--- src/design/ccs_pkg.sv ---
`default_nettype none
package ccs_pkg;

    localparam int MAX_LEN = 256;
    localparam int LEN_W   = $clog2(MAX_LEN + 1);

    // queue between front and back
    localparam int Q_DEPTH = 4;
    localparam int Q_AW    = $clog2(Q_DEPTH);

    // character codes
    localparam logic [7:0] C_COMMA  = 8'h2C;
    localparam logic [7:0] C_LBRK   = 8'h5B;
    localparam logic [7:0] C_RBRK   = 8'h5D;
    localparam logic [7:0] C_LBRC   = 8'h7B;
    localparam logic [7:0] C_RBRC   = 8'h7D;
    localparam logic [7:0] C_LT     = 8'h3C;
    localparam logic [7:0] C_GT     = 8'h3E;
    localparam logic [7:0] C_MINUS  = 8'h2D;
    localparam logic [7:0] C_AMP    = 8'h26;
    localparam logic [7:0] C_SLASH  = 8'h2F;
    localparam logic [7:0] C_PIPE   = 8'h7C;
    localparam logic [7:0] C_EQ     = 8'h3D;
    localparam logic [7:0] C_HASH   = 8'h23;
    localparam logic [7:0] C_SEMI   = 8'h3B;
    localparam logic [7:0] C_COLON  = 8'h3A;
    localparam logic [7:0] C_DOLLAR = 8'h24;
    localparam logic [7:0] C_SPACE  = 8'h20;
    localparam logic [7:0] C_LPAR   = 8'h28;
    localparam logic [7:0] C_RPAR   = 8'h29;
    localparam logic [7:0] C_SQUOTE = 8'h27;
    localparam logic [7:0] C_DQUOTE = 8'h22;

    // how the back end spells out one decided character
    typedef enum logic [1:0] {
        K_PLAIN, // ch
        K_PAREN, // ' ' ch ' '
        K_SET    // ' ' '(' ' ' ch ' '
    } t_kind;

    typedef struct packed {
        t_kind      kind;
        logic [7:0] ch;
        logic       last;
        logic       too_long;
    } t_entry;

    typedef struct packed {
        logic full;
        logic empty;
    } t_q_stat;

    typedef struct packed {
        t_kind      kind;
        logic [7:0] ch;
        logic [1:0] used;
    } t_dec;

    // decide the head of a window holding avail (1..3) characters
    function automatic t_dec decide(input logic [7:0] w0, input logic [7:0] w1,
                                    input logic [7:0] w2, input logic [1:0] avail);
        logic [7:0] b;
        logic [7:0] c;
        t_dec       d;
        b = (avail >= 2'd2) ? w1 : 8'h00;
        c = (avail == 2'd3) ? w2 : 8'h00;
        d.kind = K_PLAIN;
        d.ch   = w0;
        d.used = 2'd1;
        if (w0 == C_COMMA) begin
            d.ch = C_SPACE;
        end else if (w0 == C_LBRK) begin
            d.kind = K_SET;
            d.ch   = C_SQUOTE;
        end else if (w0 == C_LBRC) begin
            d.kind = K_SET;
            d.ch   = C_DQUOTE;
        end else if (w0 == C_RBRC || w0 == C_RBRK || w0 == C_GT) begin
            d.kind = K_PAREN;
            d.ch   = C_RPAR;
        end else if (w0 == C_LT && b != C_MINUS) begin
            d.kind = K_PAREN;
            d.ch   = C_LPAR;
        end else if (avail >= 2'd2 && w0 == C_AMP && b == C_SLASH) begin
            d.ch   = C_HASH;
            d.used = 2'd2;
        end else if (avail >= 2'd2 && w0 == C_AMP && b == C_PIPE) begin
            d.ch   = C_SEMI;
            d.used = 2'd2;
        end else if (avail == 2'd3 && w0 == C_MINUS && b == C_MINUS && c == C_GT) begin
            d.ch   = C_COLON;
            d.used = 2'd3;
        end else if (avail == 2'd3 && w0 == C_LT && b == C_MINUS && c == C_GT) begin
            d.ch   = C_EQ;
            d.used = 2'd3;
        end else if (avail == 2'd3 && w0 == C_EQ && (b == C_SLASH || b == C_EQ)
                     && c == C_GT) begin
            d.ch   = C_DOLLAR;
            d.used = 2'd3;
        end else if (w0 == C_LPAR || w0 == C_RPAR) begin
            d.kind = K_PAREN;
        end
        return d;
    endfunction

endpackage
`default_nettype wire

--- src/design/ccs_in_if.sv ---
`default_nettype none
interface ccs_in_if;
    logic       valid;
    logic       ready;
    logic [7:0] ch;
    logic       last;

    modport source (output valid, output ch, output last, input ready);
    modport sink   (input valid, input ch, input last, output ready);
endinterface
`default_nettype wire

--- src/design/ccs_out_if.sv ---
`default_nettype none
interface ccs_out_if;
    logic       valid;
    logic       ready;
    logic [7:0] out_ch;
    logic       out_last;
    logic       too_long;

    modport source (output valid, output out_ch, output out_last, output too_long,
                    input ready);
    modport sink   (input valid, input out_ch, input out_last, input too_long,
                    output ready);
endinterface
`default_nettype wire

--- src/design/ccs_front.sv ---
`default_nettype none
module ccs_front (
    input  wire logic            i_clk,
    input  wire logic            i_rst_n,
    ccs_in_if.sink               i_in,
    input  ccs_pkg::t_q_stat     i_stat,
    output logic                 o_push,
    output ccs_pkg::t_entry      o_entry
);

    logic [7:0]                r_win [0:1];
    logic [7:0]                n_win [0:1];
    logic [1:0]                r_cnt, n_cnt;
    logic                      r_flush, n_flush;
    logic [ccs_pkg::LEN_W-1:0] r_len, n_len;
    logic                      r_ovf, n_ovf;

    logic [7:0]                cw0, cw1, cw2;
    logic [1:0]                cn;
    logic                      fin;
    logic                      acc;
    logic                      do_dec;
    logic [1:0]                rem;
    logic [7:0]                s0, s1;
    logic [ccs_pkg::LEN_W-1:0] len_inc;
    logic                      ovf_now;
    ccs_pkg::t_dec             dec;

    localparam logic [ccs_pkg::LEN_W-1:0] LenMax = ccs_pkg::LEN_W'(ccs_pkg::MAX_LEN);
    localparam logic [ccs_pkg::LEN_W-1:0] OvfAt  = ccs_pkg::LEN_W'(ccs_pkg::MAX_LEN - 2);

    assign i_in.ready = !r_flush && !i_stat.full;
    assign acc        = i_in.valid && i_in.ready;

    // build the window: held characters plus the incoming one, or only the held ones while flushing
    always_comb begin
        cw0 = r_win[0];
        cw1 = r_win[1];
        cw2 = 8'h00;
        cn  = r_cnt;
        fin = 1'b1;
        if (!r_flush) begin
            cn  = 2'(r_cnt + 2'd1);
            fin = i_in.last;
            case (r_cnt)
                2'd0: cw0 = i_in.ch;
                2'd1: cw1 = i_in.ch;
                2'd2: cw2 = i_in.ch;
                default: cw2 = i_in.ch;
            endcase
        end
    end

    assign dec    = ccs_pkg::decide(cw0, cw1, cw2, cn);
    assign do_dec = r_flush ? !i_stat.full : (acc && (cn == 2'd3 || i_in.last));
    assign rem    = 2'(cn - dec.used);

    always_comb begin
        case (dec.used)
            2'd1: begin
                s0 = cw1;
                s1 = cw2;
            end
            2'd2: begin
                s0 = cw2;
                s1 = 8'h00;
            end
            default: begin
                s0 = 8'h00;
                s1 = 8'h00;
            end
        endcase
    end

    assign len_inc = (r_len < LenMax) ? ccs_pkg::LEN_W'(r_len + 1'b1) : r_len;
    assign ovf_now = acc ? (r_ovf || len_inc >= OvfAt) : r_ovf;

    always_comb begin
        n_win   = r_win;
        n_cnt   = r_cnt;
        n_flush = r_flush;
        n_len   = r_len;
        n_ovf   = ovf_now;
        if (acc) begin
            n_len = i_in.last ? '0 : len_inc;
        end
        if (do_dec) begin
            n_win[0] = s0;
            n_win[1] = s1;
            n_cnt    = rem;
            n_flush  = fin && (rem != 2'd0);
        end else if (acc) begin
            n_win[0] = cw0;
            n_win[1] = cw1;
            n_cnt    = cn;
        end
    end

    always_ff @(posedge i_clk) begin
        if (!i_rst_n) begin
            r_win[0] <= 8'h00;
            r_win[1] <= 8'h00;
            r_cnt    <= 2'd0;
            r_flush  <= 1'b0;
            r_len    <= '0;
            r_ovf    <= 1'b0;
        end else begin
            r_win   <= n_win;
            r_cnt   <= n_cnt;
            r_flush <= n_flush;
            r_len   <= n_len;
            r_ovf   <= n_ovf;
        end
    end

    assign o_push           = do_dec;
    assign o_entry.kind     = dec.kind;
    assign o_entry.ch       = dec.ch;
    assign o_entry.last     = fin && (rem == 2'd0);
    assign o_entry.too_long = ovf_now;

endmodule
`default_nettype wire

--- src/design/ccs_fifo.sv ---
`default_nettype none
module ccs_fifo (
    input  wire logic            i_clk,
    input  wire logic            i_rst_n,
    input  wire logic            i_push,
    input  ccs_pkg::t_entry      i_entry,
    input  wire logic            i_pop,
    output ccs_pkg::t_entry      o_entry,
    output ccs_pkg::t_q_stat     o_stat
);

    ccs_pkg::t_entry         r_mem [ccs_pkg::Q_DEPTH];
    logic [ccs_pkg::Q_AW-1:0] r_wp, r_rp;
    logic [ccs_pkg::Q_AW:0]   r_cnt;

    localparam logic [ccs_pkg::Q_AW:0] Depth = (ccs_pkg::Q_AW + 1)'(ccs_pkg::Q_DEPTH);

    assign o_stat.full  = (r_cnt == Depth);
    assign o_stat.empty = (r_cnt == '0);
    assign o_entry      = r_mem[r_rp];

    always_ff @(posedge i_clk) begin
        if (i_push) begin
            r_mem[r_wp] <= i_entry;
        end
    end

    always_ff @(posedge i_clk) begin
        if (!i_rst_n) begin
            r_wp  <= '0;
            r_rp  <= '0;
            r_cnt <= '0;
        end else begin
            if (i_push) begin
                r_wp <= ccs_pkg::Q_AW'(r_wp + 1'b1);
            end
            if (i_pop) begin
                r_rp <= ccs_pkg::Q_AW'(r_rp + 1'b1);
            end
            case ({i_push, i_pop})
                2'b10:   r_cnt <= (ccs_pkg::Q_AW + 1)'(r_cnt + 1'b1);
                2'b01:   r_cnt <= (ccs_pkg::Q_AW + 1)'(r_cnt - 1'b1);
                default: r_cnt <= r_cnt;
            endcase
        end
    end

endmodule
`default_nettype wire

--- src/design/ccs_back.sv ---
`default_nettype none
module ccs_back (
    input  wire logic            i_clk,
    input  wire logic            i_rst_n,
    input  ccs_pkg::t_entry      i_entry,
    input  ccs_pkg::t_q_stat     i_stat,
    output logic                 o_pop,
    ccs_out_if.source            o_out
);

    ccs_pkg::t_entry r_cur;
    logic [2:0]      r_phase, n_phase;
    logic            r_busy, n_busy;
    logic [2:0]      phase_end;
    logic            at_end;
    logic            xfer;

    always_comb begin
        case (r_cur.kind)
            ccs_pkg::K_PLAIN: phase_end = 3'd0;
            ccs_pkg::K_PAREN: phase_end = 3'd2;
            ccs_pkg::K_SET:   phase_end = 3'd4;
            default:          phase_end = 3'd0;
        endcase
    end

    assign at_end = (r_phase == phase_end);
    assign xfer   = o_out.valid && o_out.ready;
    assign o_pop  = !i_stat.empty && (!r_busy || (xfer && at_end));

    always_comb begin
        n_phase = r_phase;
        n_busy  = r_busy;
        if (o_pop) begin
            n_phase = 3'd0;
            n_busy  = 1'b1;
        end else if (xfer) begin
            if (at_end) begin
                n_busy = 1'b0;
            end else begin
                n_phase = 3'(r_phase + 1'b1);
            end
        end
    end

    always_ff @(posedge i_clk) begin
        if (o_pop) begin
            r_cur <= i_entry;
        end
    end

    always_ff @(posedge i_clk) begin
        if (!i_rst_n) begin
            r_phase <= 3'd0;
            r_busy  <= 1'b0;
        end else begin
            r_phase <= n_phase;
            r_busy  <= n_busy;
        end
    end

    // spell out the held character with its padding
    always_comb begin
        o_out.out_ch = ccs_pkg::C_SPACE;
        case (r_cur.kind)
            ccs_pkg::K_PLAIN: o_out.out_ch = r_cur.ch;
            ccs_pkg::K_PAREN: begin
                if (r_phase == 3'd1) begin
                    o_out.out_ch = r_cur.ch;
                end
            end
            ccs_pkg::K_SET: begin
                if (r_phase == 3'd1) begin
                    o_out.out_ch = ccs_pkg::C_LPAR;
                end else if (r_phase == 3'd3) begin
                    o_out.out_ch = r_cur.ch;
                end
            end
            default: o_out.out_ch = r_cur.ch;
        endcase
    end

    assign o_out.valid    = r_busy;
    assign o_out.out_last = r_cur.last && at_end;
    assign o_out.too_long = r_cur.too_long;

endmodule
`default_nettype wire

--- src/design/copula_canonicalizer_stream.sv ---
// Path: a decided character is registered in the queue, then in the back end's held entry.
// Throughput: one input character per cycle while the queue is not full and no flush runs;
// each decided character leaves as 1, 3 or 5 output characters, one per cycle while the
// output is ready, and a final character holds off input while the front end flushes its
// two-character look-ahead window into the queue. Reset: synchronous, active low; clears
// the window, length count, overflow flag, queue pointers and the output stage.
`default_nettype none
module copula_canonicalizer_stream (
    input  wire logic  i_clk,
    input  wire logic  i_rst_n,
    ccs_in_if.sink     i_in,
    ccs_out_if.source  o_out
);

    logic             q_push;
    logic             q_pop;
    ccs_pkg::t_entry  q_wr_entry;
    ccs_pkg::t_entry  q_rd_entry;
    ccs_pkg::t_q_stat q_stat;

    ccs_front u_front (
        .i_clk   (i_clk),
        .i_rst_n (i_rst_n),
        .i_in    (i_in),
        .i_stat  (q_stat),
        .o_push  (q_push),
        .o_entry (q_wr_entry)
    );

    ccs_fifo u_fifo (
        .i_clk   (i_clk),
        .i_rst_n (i_rst_n),
        .i_push  (q_push),
        .i_entry (q_wr_entry),
        .i_pop   (q_pop),
        .o_entry (q_rd_entry),
        .o_stat  (q_stat)
    );

    ccs_back u_back (
        .i_clk   (i_clk),
        .i_rst_n (i_rst_n),
        .i_entry (q_rd_entry),
        .i_stat  (q_stat),
        .o_pop   (q_pop),
        .o_out   (o_out)
    );

    a_no_push_full : assert property (@(posedge i_clk) disable iff (!i_rst_n)
        q_push |-> !q_stat.full)
        else $error("push into full queue");

    a_no_pop_empty : assert property (@(posedge i_clk) disable iff (!i_rst_n)
        q_pop |-> !q_stat.empty)
        else $error("pop from empty queue");

    a_too_long_sticky : assert property (@(posedge i_clk) disable iff (!i_rst_n)
        (o_out.valid && $past(o_out.valid && o_out.ready && o_out.too_long))
        |-> o_out.too_long)
        else $error("overflow flag dropped");

endmodule
`default_nettype wire
--- src/flat_wrapper.sv ---
// flat-port wrapper written by rule: the top's interface ports become plain ports
module copula_canonicalizer_stream_flat 
  (i_clk, i_rst_n, i_in_valid, i_in_ch, i_in_last, i_in_ready, o_out_valid, o_out_out_ch, o_out_out_last, o_out_too_long, o_out_ready);
  ccs_in_if i_in_i ();
  ccs_out_if o_out_i ();
  input  wire logic i_clk;
  input  wire logic i_rst_n;
  input wire logic [$bits(i_in_i.valid)-1:0] i_in_valid;
  input wire logic [$bits(i_in_i.ch)-1:0] i_in_ch;
  input wire logic [$bits(i_in_i.last)-1:0] i_in_last;
  output wire logic [$bits(i_in_i.ready)-1:0] i_in_ready;
  output wire logic [$bits(o_out_i.valid)-1:0] o_out_valid;
  output wire logic [$bits(o_out_i.out_ch)-1:0] o_out_out_ch;
  output wire logic [$bits(o_out_i.out_last)-1:0] o_out_out_last;
  output wire logic [$bits(o_out_i.too_long)-1:0] o_out_too_long;
  input wire logic [$bits(o_out_i.ready)-1:0] o_out_ready;
  assign i_in_i.valid = i_in_valid;
  assign i_in_i.ch = i_in_ch;
  assign i_in_i.last = i_in_last;
  assign i_in_ready = i_in_i.ready;
  assign o_out_valid = o_out_i.valid;
  assign o_out_out_ch = o_out_i.out_ch;
  assign o_out_out_last = o_out_i.out_last;
  assign o_out_too_long = o_out_i.too_long;
  assign o_out_i.ready = o_out_ready;
  copula_canonicalizer_stream u_core (.i_clk(i_clk), .i_rst_n(i_rst_n), .i_in(i_in_i), .o_out(o_out_i));
endmodule
--- config.mk ---
export PLATFORM = sky130hd
export DESIGN_NAME = copula_canonicalizer_stream_flat
export DESIGN_NICKNAME = d
export VERILOG_FILES = /design/src/design/ccs_pkg.sv /design/src/design/ccs_in_if.sv /design/src/design/ccs_out_if.sv /design/src/design/ccs_front.sv /design/src/design/ccs_fifo.sv /design/src/design/ccs_back.sv /design/src/design/copula_canonicalizer_stream.sv /design/src/flat_wrapper.sv
export SDC_FILE = /design/constraint.sdc
export NUM_CORES = 1
export LEC_CHECK = 0
export ABC_AREA = 0
export BUFFER_PORTS_ARGS = -buffer_cell sky130_fd_sc_hd__buf_4
export CAP_MARGIN = 10
export CORE_AREA = 3 3 99 101
export CTS_CLUSTER_SIZE = 24
export DETAILED_ROUTE_END_ITERATION = 10
export DIE_AREA = 0 0 102 104
export PLACE_DENSITY = 0.79
export SLEW_MARGIN = 30
export SYNTH_ARGS = -nofsm -noshare
export SYNTH_HDL_FRONTEND = slang
export SYNTH_HIERARCHICAL = 1
export SYNTH_SLANG_ARGS = --single-unit
export TNS_END_PERCENT = 30
--- constraint.sdc ---
create_clock -name i_clk -period 4.4 [get_ports i_clk]
set_input_delay 0.66 -clock i_clk [delete_from_list [all_inputs] [get_ports i_clk]]
set_output_delay 0.66 -clock i_clk [all_outputs]
set_load 0.1 [all_outputs]
==> results of run 1 <==
-- synthesized netlist by cell type (3+ instances only) --
cell / instances
a21boi_0: 6
o221ai_1: 3
a31oi_1: 10
xnor2_1: 6
nor2b_1: 23
nor3_1: 10
buf_6: 3
mux2i_1: 14
o21bai_1: 3
mux2_2: 8
o211a_1: 5
or3_1: 6
clkbuf_1: 9
edfxtp_1: 60
a31o_2: 3
and3_1: 7
nor4bb_1: 5
nand2_1: 36
a211oi_1: 4
nor4_1: 6
inv_1: 27
a22oi_1: 12
dfxtp_1: 42
xor2_1: 8
mux4_2: 10
o211ai_1: 4
nand2b_1: 9
ha_1: 17
o21ai_0: 24
and2_1: 19
o22ai_1: 3
nand4b_1: 6
nor2_1: 26
a32oi_1: 3
buf_2: 3
nand4_1: 3
nand3_1: 10
a21oi_1: 15
-- tightest hold or removal path: cells and delay by family, from the launching register on --
kind            cells  cell delay (ns)
flops               1             0.31
compound gates      1             0.07
buf+inv             1             0.05
-- sequential cells by signal, indices dropped and copies added, names as in the netlist, 2 cells and up, named ones only --
signal / count
u_core/u_fifo/r_wp: 2
u_core/u_fifo/r_mem: 48
u_core/u_back/r_cur: 11
u_core/u_back/r_phase: 3
u_core/u_fifo/r_cnt: 3
u_core/u_front/r_len: 9
u_core/u_fifo/r_rp: 2
u_core/u_front/r_win: 16
u_core/u_front/r_cnt: 2
-- final timing paths --
path / start / end / slack [ns] / cells past startpoint
setup / recovery: u_core/u_front/r_cnt[0]$_SDFFE_PN0P_ / u_core/u_front/r_win[13]$_SDFFE_PN0P_ / 0.26 / 15
hold / removal: u_core/u_front/r_ovf$_SDFF_PN0_ / u_core/u_front/r_ovf$_SDFF_PN0_ / 0.47 / 2
hold reg to reg: u_core/u_front/r_ovf$_SDFF_PN0_ / u_core/u_front/r_ovf$_SDFF_PN0_ / 0.47 / 2
setup reg to reg: u_core/u_front/r_cnt[0]$_SDFFE_PN0P_ / u_core/u_front/r_win[13]$_SDFFE_PN0P_ / 0.26 / 15
-- power groups by stage --
| stage | registers [mW] | clock network (mW) | logic (mW) |
|---|---|---|---|
| 2_1_floorplan | 1.55 | 0 | 1.86 |
| 3_3_place_gp | 1.55 | 0 | 2.36 |
| 3_5_place_dp | 1.57 | 0 | 2.41 |
| 4_1_cts | 1.55 | 0.625 | 2.42 |
| 5_1_grt | 1.58 | 0.664 | 2.64 |
| 6_report | 1.55 | 0.610 | 2.48 |
-- routing by layer --
| layer | vias up | global-route usage, % | wire [microns] |
|---|---|---|---|
| met5 | - | 0 | 0 |
| met4 | 0 | 10.40 | 453 |
| met3 | 42 | 3.823 | 769 |
| met2 | 199 | 42.76 | 6566 |
| met1 | 2069 | 30.97 | 5235 |
| li1 | 1991 | - | - |
-- area by class of cell --
type	instances	area share [%]
multi-input cells	363	44.38
flip-flops and latches	102	42.98
repair buffers	42	5.128
clock buffers	10	2.422
well taps	111	2.259
inverters	27	1.648
clock inverters	6	1.180
-- logic make-up (layout without fill, tap and decap cells) --
logic type,after synthesis,count (layout)
flip-flops,102,102
multiplexers,35,35
AO/OA/AOI/OAI,114,114
AND/OR/NAND/NOR,182,182
XOR/XNOR,14,14
buffers and inverters,44,85
adder cells (fa/ha/maj),18,18
-- through the flow --
stage	cell area, sq um	power, mW
finish	6148	4.645
global route	6148	4.886
CTS	6111	4.600
detailed placement	5889	3.986
global placement	5889	3.916
floorplan	5567	3.407
==> impl_metrics.csv, run 1 <==
group,metric,value,unit
power,power.density,755.4,mW/mm^2
die,fp-row-count,35,
setup_path,crit_type,"reg2reg",
clock_tree,cts_inserted_buffers,9,
yosys,synthCells,509,
yosys,syn_avg_cell_area,10.94,sq um
yosys,synth_edf_count,60,
finish,num_antenna_cells,0,
finish,drive_gt1_share,16.00,%
timing,slew_headroom,39.37,%
setup_path,crit_buf_inv,3,
timing,hold_viol_final,0,
die,fp.dieH,104,microns
die,die_w,102,microns
power,p_leak,2.284,nW
hold_path,hp-class,"reg2reg",
setup_path,crit_fanout,10,
setup_path,critical_path.top_delay_family,"simple AND/OR/NAND/NOR gates",
finish,layout_commonest_cell,"edfxtp_1",
power,clkPwrFrac,13.1,%
clock_tree,clkSinkCount,102,
setup_path,slowest_stage,"or4_4",
timing,timing.setup.tns,0,ns
place,dp_cells,640,
die,initial_core_util,61.11,%
global_routing,grt_pass1_wl,20.85,mm
timing,max_freq,241.8,MHz
timing,setup_violations,0,
finish,num-fill-cells,711,
yosys,yosys_warnings,6,
yosys,yosys.area.top_type,"edfxtp_1",
die,dieArea,0.01061,sq mm
finish,nets,576,
power,ir_drop,0.4612,mV
setup_path,start_kind,"register",
route,viasPerCell,6.507,
clock_tree,cts_tree,"built",
yosys,synth-xor-area-share,2.203,%
clock_tree,postCtsSetupBuffers,0,
yosys,synth_area,0.005567,sq mm
yosys,synth_seq_cells,102,
finish,layout_common_cells,"edfxtp_1, buf_4, dfxtp_1",
clock_tree,cts_root_buf,"clkbuf_8",
setup_path,cp_cell_sequence,"inv_1 -> ha_1 -> nand2b_4 -> mux2_2 -> or4_4 -> a2111o_1 -> buf_4 -> inv_1 -> ha_1 -> or3b_2 -> a21oi_1 -> a22oi_1 -> or3_1 -> o211ai_1 -> o211a_1",
yosys,synth_compound_area_share,14.57,%
status,status,"completed",
yosys,synthArstFlopShare,0,%
finish,seq_area,0.002643,sq mm
clock_tree,h-tree-depth,3,
timing,drv_slew,0,
clock_tree,clock_latency,0.36,ns
power,seq_power_share,33.4,%
place,gp_congestion,0.9539,
power,switchingPower,2.156,mW
yosys,synthSimpleGateAreaFrac,18.68,%
global_routing,antenna_found_initial,0,
yosys,ys_top_cells_by_area,"edfxtp_1, dfxtp_1, mux4_2",
setup_path,slowest_delay,0.53,ns
route,post-route-drc-count,0,
route,wl_per_cell,19.70,microns
yosys,synth_flop_cell,"edfxtp_1",
global_routing,grt_util_all_layers,24.96,%
clock_tree,cts.repair.resized,0,
timing,period_minus_slack,4.136,ns
place,dp_slack,0.2774,ns
setup_path,worstPathRequired,4.72,ns
power,intPower,2.489,mW
finish,stdcell_count,661,
global_routing,grt_pass1_vias,4305,
yosys,ys_types,73,
timing,worst_pin_slew,0.9072,ns
clock_tree,cts_buffer_depth,2,
yosys,muxShareOfSynthArea,9.395,%
timing,whs,0.4740,ns
yosys,synth_top_cell_area_share,32.37,%
finish,multi_input_area,0.002729,sq mm
setup_path,crit_arrival,4.45,ns
run,maxCapViolCount,0,
global_routing,grt_max_degree,42,
route,drt_wl_total,13.03,mm
power,p_sw_share,46.41,%
die,core,0.009109,sq mm
global_routing,grt_remaining_overflow,0,
route,drt_iter0_drc,261,
timing,period_share,94.00,%
route,vias,4301,
yosys,synth.yosys.seq_area_share,47.47,%
finish,areaGrowthSynthToFinish,10.45,%
yosys,synth_fp_nets,540,
place,io_buffers,24,
finish,final_util,67.50,%
timing,fin_worst_skew,0.02380,ns
yosys,synth_top_family_by_area,"simple AND/OR/NAND/NOR gates",
route,first_pass_iters,5,
clock_tree,path_clk_slew,0.11,ns
setup_path,endpoint_kind,"register",
yosys,synthAdderAreaFrac,4.181,%
clock_tree,cts_hold_buf,0,
power,pwr-share-comb,53.4,%
timing,setup_ws,0.2642,ns
timing,rsz0062_at_grt,"false",
die,boundaryPins,25,
route,ant_nets,0,
place,dp_hpwl,9.624,mm
Note: power is estimated with default switching activity, not from simulation.
==> run 2: changes to the inputs <==
--- a/config.mk
+++ b/config.mk
@@ -8,10 +8,11 @@
 export ABC_AREA = 0
 export BUFFER_PORTS_ARGS = -buffer_cell sky130_fd_sc_hd__buf_4
 export CAP_MARGIN = 10
-export CORE_AREA = 3 3 99 101
+export CORE_AREA = 3 3 127 80
 export CTS_CLUSTER_SIZE = 24
 export DETAILED_ROUTE_END_ITERATION = 10
-export DIE_AREA = 0 0 102 104
+export DIE_AREA = 0 0 130 83
+export HOLD_SLACK_MARGIN = 0.08
 export PLACE_DENSITY = 0.79
 export SLEW_MARGIN = 30
 export SYNTH_ARGS = -nofsm -noshare
==> run 2 against run 1 <==
  * Critical path depth rose by 1
  * Power rose by 4.1%
  * Design area rose by 0.90%
  * Final cell count did not move
  * Core utilization rose by 0.76 points
  * Sequential cell count did not move
  * Clock-buffer cell count did not move
  * Largest power group unchanged
==> impl_metrics.csv, run 2 (synthesized netlist as in run 1, its figures left out) <==
group,metric,value,unit
hold_path,hp-class,"reg2reg",
clock_tree,path_clk_slew,0.07,ns
die,core,0.009087,sq mm
clock_tree,clkSinkCount,102,
route,wl_per_cell,20.35,microns
power,clkPwrFrac,16.7,%
place,dp_hpwl,9.748,mm
global_routing,grt_pass1_wl,21.21,mm
die,fp-row-count,27,
timing,whs,0.4958,ns
route,post-route-drc-count,0,
route,vias,4259,
die,initial_core_util,61.26,%
setup_path,cp.depth,16,
clock_tree,cts_buffer_depth,2,
setup_path,crit_buf_inv,4,
clock_tree,cts_root_buf,"clkbuf_16",
finish,fin_area,0.006203,sq mm
die,dieArea,0.01079,sq mm
global_routing,grt_max_degree,42,
setup_path,crit_type,"reg2reg",
finish,num-fill-cells,684,
run,maxCapViolCount,0,
timing,worst_pin_slew,0.9243,ns
timing,period_share,95.81,%
power,pwr-share-comb,50.9,%
power,ir_drop,0.6568,mV
timing,hold_viol_final,0,
power,p_leak,2.295,nW
status,status,"completed",
place,io_buffers,24,
clock_tree,clock_latency,0.35,ns
setup_path,worstPathRequired,4.69,ns
timing,setup_ws,0.1842,ns
finish,biggestRegsByFlops,"u_core/u_fifo/r_mem x48, u_core/u_front/r_win x16, u_core/u_back/r_cur x11",
finish,nets,571,
power,power.density,779.1,mW/mm^2
place,dp_slack,0.2159,ns
timing,fin_worst_skew,0.008969,ns
setup_path,crit_fanout,13,
setup_path,r2r_cells,16,
setup_path,crit_arrival,4.50,ns
setup_path,start_kind,"register",
route,first_pass_iters,5,
finish,drive_gt1_share,15.41,%
setup_path,cp_cell_sequence,"inv_1 -> ha_1 -> nand2b_4 -> buf_4 -> mux2i_1 -> or4_4 -> a2111o_1 -> buf_4 -> inv_1 -> ha_1 -> or3b_2 -> a21oi_1 -> a22oi_1 -> or3_1 -> o211ai_1 -> o211a_1",
die,die_w,130,microns
clock_tree,cts_tree,"built",
timing,max_freq,237.2,MHz
route,drt_iter0_drc,461,
setup_path,slowest_delay,0.48,ns
clock_tree,cts_inserted_buffers,9,
timing,period_minus_slack,4.216,ns
global_routing,antenna_found_initial,0,
route,drt_wl_total,13.45,mm
timing,drv_slew,0,
die,boundaryPins,25,
clock_tree,h-tree-depth,3,
timing,setup_violations,0,
route,ant_nets,0,
timing,timing.setup.tns,0,ns
setup_path,critical_path.top_delay_family,"simple AND/OR/NAND/NOR gates",
global_routing,grt_remaining_overflow,0,
power,seq_power_share,32.4,%
die,fp.dieH,83,microns
global_routing,grt_util_all_layers,25.47,%
timing,slew_headroom,38.25,%
setup_path,endpoint_kind,"register",
finish,regMostFlops,"u_core/u_fifo/r_mem",
place,place_area,0.005896,sq mm
setup_path,slowest_stage,"or4_4",
global_routing,grt_pass1_vias,4025,
power,switchingPower,2.198,mW
finish,layout_commonest_cell,"edfxtp_1",
timing,rsz0062_at_grt,"false",
route,viasPerCell,6.443,
power,intPower,2.635,mW
finish,num_antenna_cells,0,
finish,layout_common_cells,"edfxtp_1, dfxtp_1, buf_4",
place,gp_congestion,0.9634,
finish,largest_reg_flops,48,
finish,areaGrowthSynthToFinish,11.44,%
power,p_sw_share,45.48,%
hold_path,whs_path_depth,2,
run 2: worst paths after layout:
path | start | to | slack (ns)
max | u_core/u_front/r_cnt[1]$_SDFFE_PN0P_ | u_core/u_front/r_win[13]$_SDFFE_PN0P_ | 0.18
max reg2reg | u_core/u_front/r_cnt[1]$_SDFFE_PN0P_ | u_core/u_front/r_win[13]$_SDFFE_PN0P_ | 0.18
min | u_core/u_front/r_ovf$_SDFF_PN0_ | u_core/u_front/r_ovf$_SDFF_PN0_ | 0.50
min reg2reg | u_core/u_front/r_ovf$_SDFF_PN0_ | u_core/u_front/r_ovf$_SDFF_PN0_ | 0.50
run 2: cell type report:
class | count | area, sq um | share of cell area [%]
multi-input cells | 363 | 2736 | 44.11
clock inverters | 6 | 70.07 | 1.129
well taps | 116 | 145.1 | 2.340
repair buffers | 37 | 277.8 | 4.478
inverters | 27 | 101.3 | 1.634
flip-flops and latches | 102 | 2644 | 42.62
clock buffers | 10 | 229.0 | 3.691
run 2: tightest hold or removal path, stage by stage, from the launching register on:
cell,delay (ns)
dfxtp_1,0.31
inv_1,0.06
a21boi_0,0.08
run 2: repair_timing:
item | 4_1_cts | 5_1_grt
resized for setup | 0 | 1
setup buffers | 0 | 0
hold buffers | 0 | 0
endpoints found under the setup margin | 0 | 1
hold endpoints to repair | 0 | 0
run 2: per-layer routing:
metal / up-vias / share of wire, % / global-route usage, % / wire length (microns)
met4: 0 / 0.88 / 5.472 / 119
met5: - / 0 / 0 / 0
met2: 183 / 43 / 36.23 / 5810
met1: 2070 / 47 / 38.42 / 6368
met3: 17 / 8.6 / 7.905 / 1150
li1: 1989 / - / - / -
run 2: through the flow:
stage / std cells / utilization, % / power [mW]
after floorplan: 509 / - / 3.407
after global placement: 645 / 64.88 / 3.928
after detailed placement: 645 / 64.88 / 3.991
after CTS: 661 / 68.17 / 4.809
after global routing: 661 / 68.26 / 5.070
final: 661 / 68.26 / 4.833
run 2: power groups by stage:
stage                     Clock [mW]  Combinational, mW  Sequential, mW
final                          0.808               2.46            1.56
after global routing           0.864               2.61            1.60
after CTS                      0.819               2.43            1.56
after detailed placement           0               2.41            1.58
after global placement             0               2.36            1.56
after floorplan                    0               1.86            1.55
==> run 3: changes to the inputs <==
--- a/config.mk
+++ b/config.mk
@@ -9,6 +9,7 @@
 export BUFFER_PORTS_ARGS = -buffer_cell sky130_fd_sc_hd__buf_4
 export CAP_MARGIN = 10
 export CORE_AREA = 3 3 127 80
+export CTS_BUF_LIST = sky130_fd_sc_hd__clkbuf_16
 export CTS_CLUSTER_SIZE = 24
 export DETAILED_ROUTE_END_ITERATION = 10
 export DIE_AREA = 0 0 130 83
==> run 3 against run 2 <==
  * Die area did not move
  * Largest power group unchanged
  * Via count increased by 0.16%
  * Critical endpoint unchanged
  * Critical path type unchanged
  * Largest cell class unchanged
  * Power hardly changed
  * Sequential share of layout area is the same
  * Maximum frequency hardly changed
  * Worst setup slack got worse by 0.0031 ns
  * Design area stayed put
==> impl_metrics.csv, run 3 (synthesized netlist as in run 1, its figures left out) <==
group,metric,value,unit
status,status,"completed",
clock_tree,clkSinkCount,102,
finish,fin_area,0.006203,sq mm
timing,worst_pin_slew,0.9243,ns
global_routing,grt_pass1_vias,4025,
timing,setup_violations,0,
finish,seq_area,0.002644,sq mm
setup_path,crit_arrival,4.51,ns
setup_path,endpoint_kind,"register",
finish,num-fill-cells,684,
die,core,0.009087,sq mm
power,p_leak,2.300,nW
finish,drive_gt1_share,15.41,%
die,dieArea,0.01079,sq mm
hold_path,hp-class,"reg2reg",
finish,areaGrowthSynthToFinish,11.44,%
finish,largest_reg_flops,48,
timing,max_freq,237.0,MHz
power,ir_drop,0.6561,mV
place,io_buffers,24,
global_routing,grtUsageMet2,36.23,%
global_routing,grt_max_degree,42,
route,ant_nets,0,
timing,timing.setup.tns,0,ns
global_routing,use_met3,7.905,%
die,fp-row-count,27,
clock_tree,h-tree-depth,3,
timing,drv_slew,0,
run,maxCapViolCount,0,
global_routing,grt_util_all_layers,25.47,%
finish,regMostFlops,"u_core/u_fifo/r_mem",
timing,rsz0062_at_grt,"false",
global_routing,top_usage_layer,"met1",
finish,nets,571,
global_routing,met1_usage,38.42,%
setup_path,crit_type,"reg2reg",
clock_tree,path_clk_slew,0.07,ns
route,post-route-drc-count,0,
timing,fin_worst_skew,0.009374,ns
route,first_pass_iters,5,
timing,slew_headroom,38.25,%
setup_path,start_kind,"register",
clock_tree,cts.repair.resized,0,
finish,layout_commonest_cell,"edfxtp_1",
die,initial_core_util,61.26,%
finish,stdcell_count,661,
route,vias,4266,
finish,num_antenna_cells,0,
clock_tree,postCtsSetupBuffers,0,
place,dp_hpwl,9.748,mm
route,viasPerCell,6.454,
place,gp_congestion,0.9634,
clock_tree,cts_hold_buf,0,
timing,period_minus_slack,4.219,ns
global_routing,grt_remaining_overflow,0,
die,boundaryPins,25,
global_routing,grt_pass1_wl,21.21,mm
place,place_area,0.005896,sq mm
finish,biggestRegsByFlops,"u_core/u_fifo/r_mem x48, u_core/u_front/r_win x16, u_core/u_back/r_cur x11",
finish,layout_common_cells,"edfxtp_1, dfxtp_1, buf_4",
global_routing,antenna_found_initial,0,
finish,multi_input_area,0.002736,sq mm
die,fp.dieH,83,microns
setup_path,worstPathRequired,4.69,ns
place,dp_cells,645,
clock_tree,clock_latency,0.35,ns
timing,hold_viol_final,0,
clock_tree,cts_tree,"built",
route,drt_iter0_drc,461,
clock_tree,cts_inserted_buffers,9,
die,die_w,130,microns
route,wl_per_cell,20.43,microns
power,power.density,779.2,mW/mm^2
clock_tree,cts_root_buf,"clkbuf_16",
timing,period_share,95.89,%
setup_path,crit_fanout,13,
route,drt_wl_total,13.50,mm
clock_tree,cts_buffer_depth,2,
-- run 3: metal layers --
metal / routed length, microns / vias to the layer above
met2: 5844 / 185
met5: 0 / -
li1: - / 1986
met3: 1159 / 15
met4: 95 / 0
met1: 6402 / 2080
-- run 3: per-stage QoR --
stage                     hold WS [ns]  power [mW]  util (%)  setup WS, ns
after floorplan                 0.4406       3.407         -        0.3922
after global placement          0.4503       3.928     64.88        0.3717
after detailed placement        0.4867       3.991     64.88        0.2159
after CTS                       0.4964       4.807     68.17        0.1605
after global routing            0.5065       5.068     68.26       0.04368
final                           0.4958       4.834     68.26        0.1810
-- run 3: final timing paths --
check / start / to / slack (ns) / cells after the start
max: u_core/u_front/r_cnt[1]$_SDFFE_PN0P_ / u_core/u_front/r_win[13]$_SDFFE_PN0P_ / 0.18 / 16
min: u_core/u_front/r_ovf$_SDFF_PN0_ / u_core/u_front/r_ovf$_SDFF_PN0_ / 0.50 / 2
max reg2reg: u_core/u_front/r_cnt[1]$_SDFFE_PN0P_ / u_core/u_front/r_win[13]$_SDFFE_PN0P_ / 0.18 / 16
min reg2reg: u_core/u_front/r_ovf$_SDFF_PN0_ / u_core/u_front/r_ovf$_SDFF_PN0_ / 0.50 / 2
-- run 3: area by class of cell --
type | instances | area share, %
inverter | 27 | 1.634
clock buffer | 9 | 3.630
tap | 116 | 2.340
timing repair buffer | 37 | 4.478
sequential | 102 | 42.62
clock inverter | 7 | 1.190
multi-input combinational | 363 | 44.11
-- run 3: power by group --
| group | internal (mW) | total, mW | leakage [nW] | switching, mW |
|---|---|---|---|---|
| clock | 0.444 | 0.808 | 0.145 | 0.364 |
| sequential | 1.37 | 1.57 | 0.904 | 0.190 |
| combinational | 0.813 | 2.46 | 1.25 | 1.65 |
| total | 2.63 | 4.83 | 2.30 | 2.20 |
-- run 3: worst max-delay path, stage by stage, from the launching register on --
cell and delay, ns:
dfxtp_1 0.33, inv_1 0.11, ha_1 0.43, nand2b_4 0.16, buf_4 0.23, mux2i_1 0.21
or4_4 0.48, a2111o_1 0.38, buf_4 0.17, inv_1 0.07, ha_1 0.17, or3b_2 0.45
a21oi_1 0.27, a22oi_1 0.10, or3_1 0.32, o211ai_1 0.10, o211a_1 0.18
